**src/rtl/cvf_pkg.sv**
```systemverilog
// ----------------------------------------------------------------------------
// cvf_pkg
// Shared types, constants and helpers of the 3x3 valid-only filter core.
// ----------------------------------------------------------------------------
package cvf_pkg;

	localparam int MAX_WIDTH   = 2048;
	localparam int MAX_HEIGHT  = 4096;
	localparam int KERNEL_SIZE = 3;
	localparam int CENTRE      = KERNEL_SIZE / 2;

	localparam int PIX_W    = 32;
	localparam int COL_W    = $clog2(MAX_WIDTH);
	localparam int ROW_W    = $clog2(MAX_HEIGHT);
	localparam int CFG_WD_W = 12;
	localparam int CFG_HT_W = 13;
	localparam int PADDR_W  = 3;
	localparam int PDATA_W  = 32;

	localparam logic [CFG_WD_W-1:0] CFG_WD_RESET = 12'd2048;
	localparam logic [CFG_HT_W-1:0] CFG_HT_RESET = 13'd2048;

	typedef enum logic {
		REG_FRAME_WIDTH  = 1'b0,
		REG_FRAME_HEIGHT = 1'b1
	} cvf_reg_t;

	// one window column, oldest row on top
	typedef struct packed {
		logic [PIX_W-1:0] top;
		logic [PIX_W-1:0] mid;
		logic [PIX_W-1:0] bot;
	} cvf_col_t;

	// last column index of a row, width clamped to the supported range
	function automatic logic [COL_W-1:0] width_last(input logic [CFG_WD_W-1:0] fw);
		int v;
		v = int'(fw);
		if (v < KERNEL_SIZE) v = KERNEL_SIZE;
		if (v > MAX_WIDTH) v = MAX_WIDTH;
		return COL_W'(v - 1);
	endfunction

	// last row index of a frame, height clamped to the supported range
	function automatic logic [ROW_W-1:0] height_last(input logic [CFG_HT_W-1:0] fh);
		int v;
		v = int'(fh);
		if (v < KERNEL_SIZE) v = KERNEL_SIZE;
		if (v > MAX_HEIGHT) v = MAX_HEIGHT;
		return ROW_W'(v - 1);
	endfunction

endpackage

```
**src/rtl/cvf_cell.sv**
```systemverilog
// ----------------------------------------------------------------------------
// cvf_cell
// One window column: holds three pixels and their column sum, loads the
// neighbouring column on every shift.
// ----------------------------------------------------------------------------
module cvf_cell (
	input  logic                        clk,
	input  logic                        shift,
	input  cvf_pkg::cvf_col_t           col_in,
	output cvf_pkg::cvf_col_t           col,
	output logic [cvf_pkg::PIX_W-1:0]   col_sum
);

	cvf_pkg::cvf_col_t         col_q;
	logic [cvf_pkg::PIX_W-1:0] sum_q;

	always_ff @(posedge clk) begin
		if (shift) begin
			col_q <= col_in;
			sum_q <= col_in.top + col_in.mid + col_in.bot;
		end
	end

	assign col     = col_q;
	assign col_sum = sum_q;

endmodule

```
**config.mk**
```make
export PLATFORM = sky130hd
export DESIGN_NAME = cvf_cell
export DESIGN_NICKNAME = d
export VERILOG_FILES = /design/src/rtl/cvf_pkg.sv /design/src/rtl/cvf_cell.sv
export SDC_FILE = /design/constraint.sdc
export NUM_CORES = 1
export LEC_CHECK = 0
export BUFFER_PORTS_ARGS = -buffer_cell sky130_fd_sc_hd__buf_2
export CORE_UTILIZATION = 45
export CTS_CLUSTER_DIAMETER = 40
export DETAILED_ROUTE_END_ITERATION = 8
export MAX_ROUTING_LAYER = met4
export PLACE_DENSITY = 0.75
export REMOVE_ABC_BUFFERS = 1
export SLEW_MARGIN = 10
export SYNTH_ARGS = -nofsm -noshare
export SYNTH_HDL_FRONTEND = slang
export SYNTH_SLANG_ARGS = --single-unit
export TNS_END_PERCENT = 30
```
**constraint.sdc**
```tcl
create_clock -name clk -period 3.7 [get_ports clk]
set_input_delay 0.925 -clock clk [delete_from_list [all_inputs] [get_ports clk]]
set_output_delay 0.925 -clock clk [all_outputs]
set_load 0.03 [all_outputs]
```
==> metrics.md <==
| Metric | Value |
|---|---|
| Post-DRT Antenna Nets | 0 |
| Critical Path Fanout Max | 3 |
| P per Cell Area | 634 mW/mm2 |
| Min cycle time layout | 3.47 ns |
| Worst hold path stage count | 1 |
| Hold Violations, Final | 0 |
| Via count | 4350 |
| Register area share after synthesis | 0.620 |
| Die Ht | 119 um |
| GRT Total Usage | 0.208 |
| EDFF count, synth | ~130 |
| Cells after synthesis | 397 |
| MaxCap Viol Count | 0 |
| Die Wd | 119 um |
| Smallest hold slack | 0.703 ns |
| VDD IR max | 312 uV |
| Hold wc startpoint | col_in[0] |
| Pre-Repair DR Iteration Count | 4 |
| Antenna Cells | 0 |
| Largest net degree at the start of global routing | 76 |
| Origin of the worst setup path | col_in[1] |
| Final period util | 0.938 |
| H-tree levels | 4 |
| Syn avg cell area | 15.6 um2 |
| Die Footprint | about 0.014 mm2 |
| CTS Buf Count | 17 |
| Final total negative setup slack | 0 ns |
| Vias per Instance | 5.13 |
| Initial antenna violation count | 0 |
| Num rows | 42 |
| Async S/R FF share, synth | 0 |
| Dominant synthesized flop cell | edfxtp_1 |
| Starting Density | 0.464 |
| Layout Cells excl Fill | 848 |
| Share of layout cells above drive strength 1 | 0.436 |
| # nets final | 819 |
| Design area | 0.00831 mm2 |
| Hold Path End | col[0]$_DFFE_PP_ |
| CTS clk-pin slew, worst paths | 0.06 ns |
| TritonCTS clock tree | built |
| RSZ-0062 raised after global routing | false |
| Status | complete, no violations |
| Root buf cell | clkbuf_16 |
| Synthesis Warnings | 0 |
| Post-CTS setup buffer count | 0 |
| DRC viols | 0 |
| Placement Cell Area | ~0.0077 mm2 |
| RD Place Congestion | 0.889 |
| Final setup viols | 0 |
| Crit Path Class | in -> reg |
| Initial DRC count | 192 |
| Worst setup SP type | primary input |
| Crit end category | flip-flop |
| Slew headroom | 0.552 |
| Yosys cell types | 51 |
| Core Region | 0.0133 mm2 |
| # IOs | between 200 and 250 |
| CP required | 3.85 ns |
| PostCTS Resize Cnt | 0 |
| Port Buffers | 225 |
| #FFs+latches synth | 128 |
| Area Growth Syn to Fin | 34.1% |
| Worst path arrival time | 3.62 ns |
| Drt total wl | 13800 um |
| Routed length per instance | between 15 and 20 um |
| Maximum clock rate | between 0.2 and 0.3 GHz |
| CTS Sinks | approximately 130 |
| Final slew viol count | 0 |
| Hold-fix buffers, CTS | 0 |
| Leakage Power | between 3 and 4 nW |
| Worst min path class | in -> reg |
| CTS Buffer Depth | 2 |
| Global route overflow | 0 |
| Cells after DPL | roughly 800 |
| Vias in the first global route | 4533 |
| Worst Max-Slew Pin Slew | 0.672 ns |
| Post-DP HPWL | approximately 11000 um |
| Util after Layout | 0.623 |
| Mapped Area | approximately 0.0062 mm2 |
| Global-route wire length before repair | 21800 um |
## worst max-delay path: stages
cell	delay (ns)
buf_2	0.12
fa_1	0.48
ha_1	0.25
fa_1	0.41
a21o_1	0.23
a221oi_2	0.30
a2bb2oi_2	0.26
a21boi_4	0.10
a21oi_2	0.27
mux2i_1	0.21
nand2_1	0.06
## worst max path at each step
| stage | to | slack (ns) | cells past startpoint |
|---|---|---|---|
| after detailed placement | col_sum[27]$_DFFE_PP_ | -0.22 | 11 |
| after floorplan | col_sum[27]$_DFFE_PP_ | 0.04 | 10 |
| after CTS | col_sum[27]$_DFFE_PP_ | 0.22 | 11 |
| after global routing | col_sum[27]$_DFFE_PP_ | 0.12 | 11 |
| final | col_sum[27]$_DFFE_PP_ | 0.23 | 11 |
| after global placement | col_sum[27]$_DFFE_PP_ | -0.13 | 11 |
## flip-flops by register name (all words and copies together), names as in the netlist
register and cells:
col 96, col_sum 32
## placed cells by master (no fill, tap or decap), drive strengths merged, types with 14 or more instances in the layout
master and instances:
buf 253, nor2 16, nand2 22, clkbuf 17, a21oi 26, edfxtp 128, inv 14, ha 30
xnor2 25, fa 32, o21ai 15
## cell families after synthesis
family	count (synthesis)	share of synthesized area
buffers and inverters	23	0.0236
AOI/OAI and AO/OA	83	0.0909
DFF	128	0.620
adders and majority gates	62	0.164
muxes	1	0.00162
xor gates and xnor gates	30	0.0424
and+or+nand+nor	70	0.0572
## layout make-up
cell class / count / area [um2]
repair buffers: 253 / 1350
multi-input cells: 246 / 2210
well taps: 176 / 220
clock inverters: 15 / 215
fillers: 1039 / 5040
flip-flops and latches: 128 / 3840
inverters: 13 / 48.8
clock buffers: 17 / 425
## synthesized netlist by cell type, drive strengths merged (2+ instances only)
cell type  instances  area share
nand2             22       0.013
xor2               5      0.0071
edfxtp           128        0.62
buf                5      0.0095
a21o              11       0.013
ha                30       0.061
a211oi             2      0.0024
o21bai             4      0.0055
inv               13      0.0079
and3               4      0.0042
clkbuf             5      0.0063
a221o              2      0.0032
nand3              6      0.0048
fa                32        0.10
nor3               3      0.0024
nor2              16      0.0097
nor3b              2      0.0024
and2               2      0.0020
o21ai             15       0.013
a31oi             11       0.011
xnor2             25       0.035
a21oi             26       0.022
nand4              9       0.010
## routing by layer
| layer | vias up | global-route usage | wire length [um] | part of all wire |
|---|---|---|---|---|
| met3 | 27 | 0.0714 | 1040 | 0.075 |
| met5 | - | - | 0 | 0 |
| met1 | 2073 | 0.240 | 5670 | 0.41 |
| met2 | 213 | 0.338 | 6770 | 0.49 |
| li1 | 2037 | - | - | - |
| met4 | 0 | 0.0773 | 283 | 0.021 |
## power by group
group | leakage, nW | switching [mW] | internal, mW
logic | 2.01 | 0.997 | 0.571
registers | 1.25 | 0.0545 | 1.85
clock network | 0.302 | 0.606 | 1.19
total | 3.56 | 1.66 | 3.61
## per-stage QoR
stage / setup WS (ns) / power, mW
floorplan: 0.0398 / 2.94
global placement: -0.134 / 3.48
detailed placement: -0.225 / 3.50
CTS: 0.220 / 5.31
global route: 0.124 / 5.50
finish: 0.231 / 5.27
No activity file was read; power rests on OpenSTA's default activity.
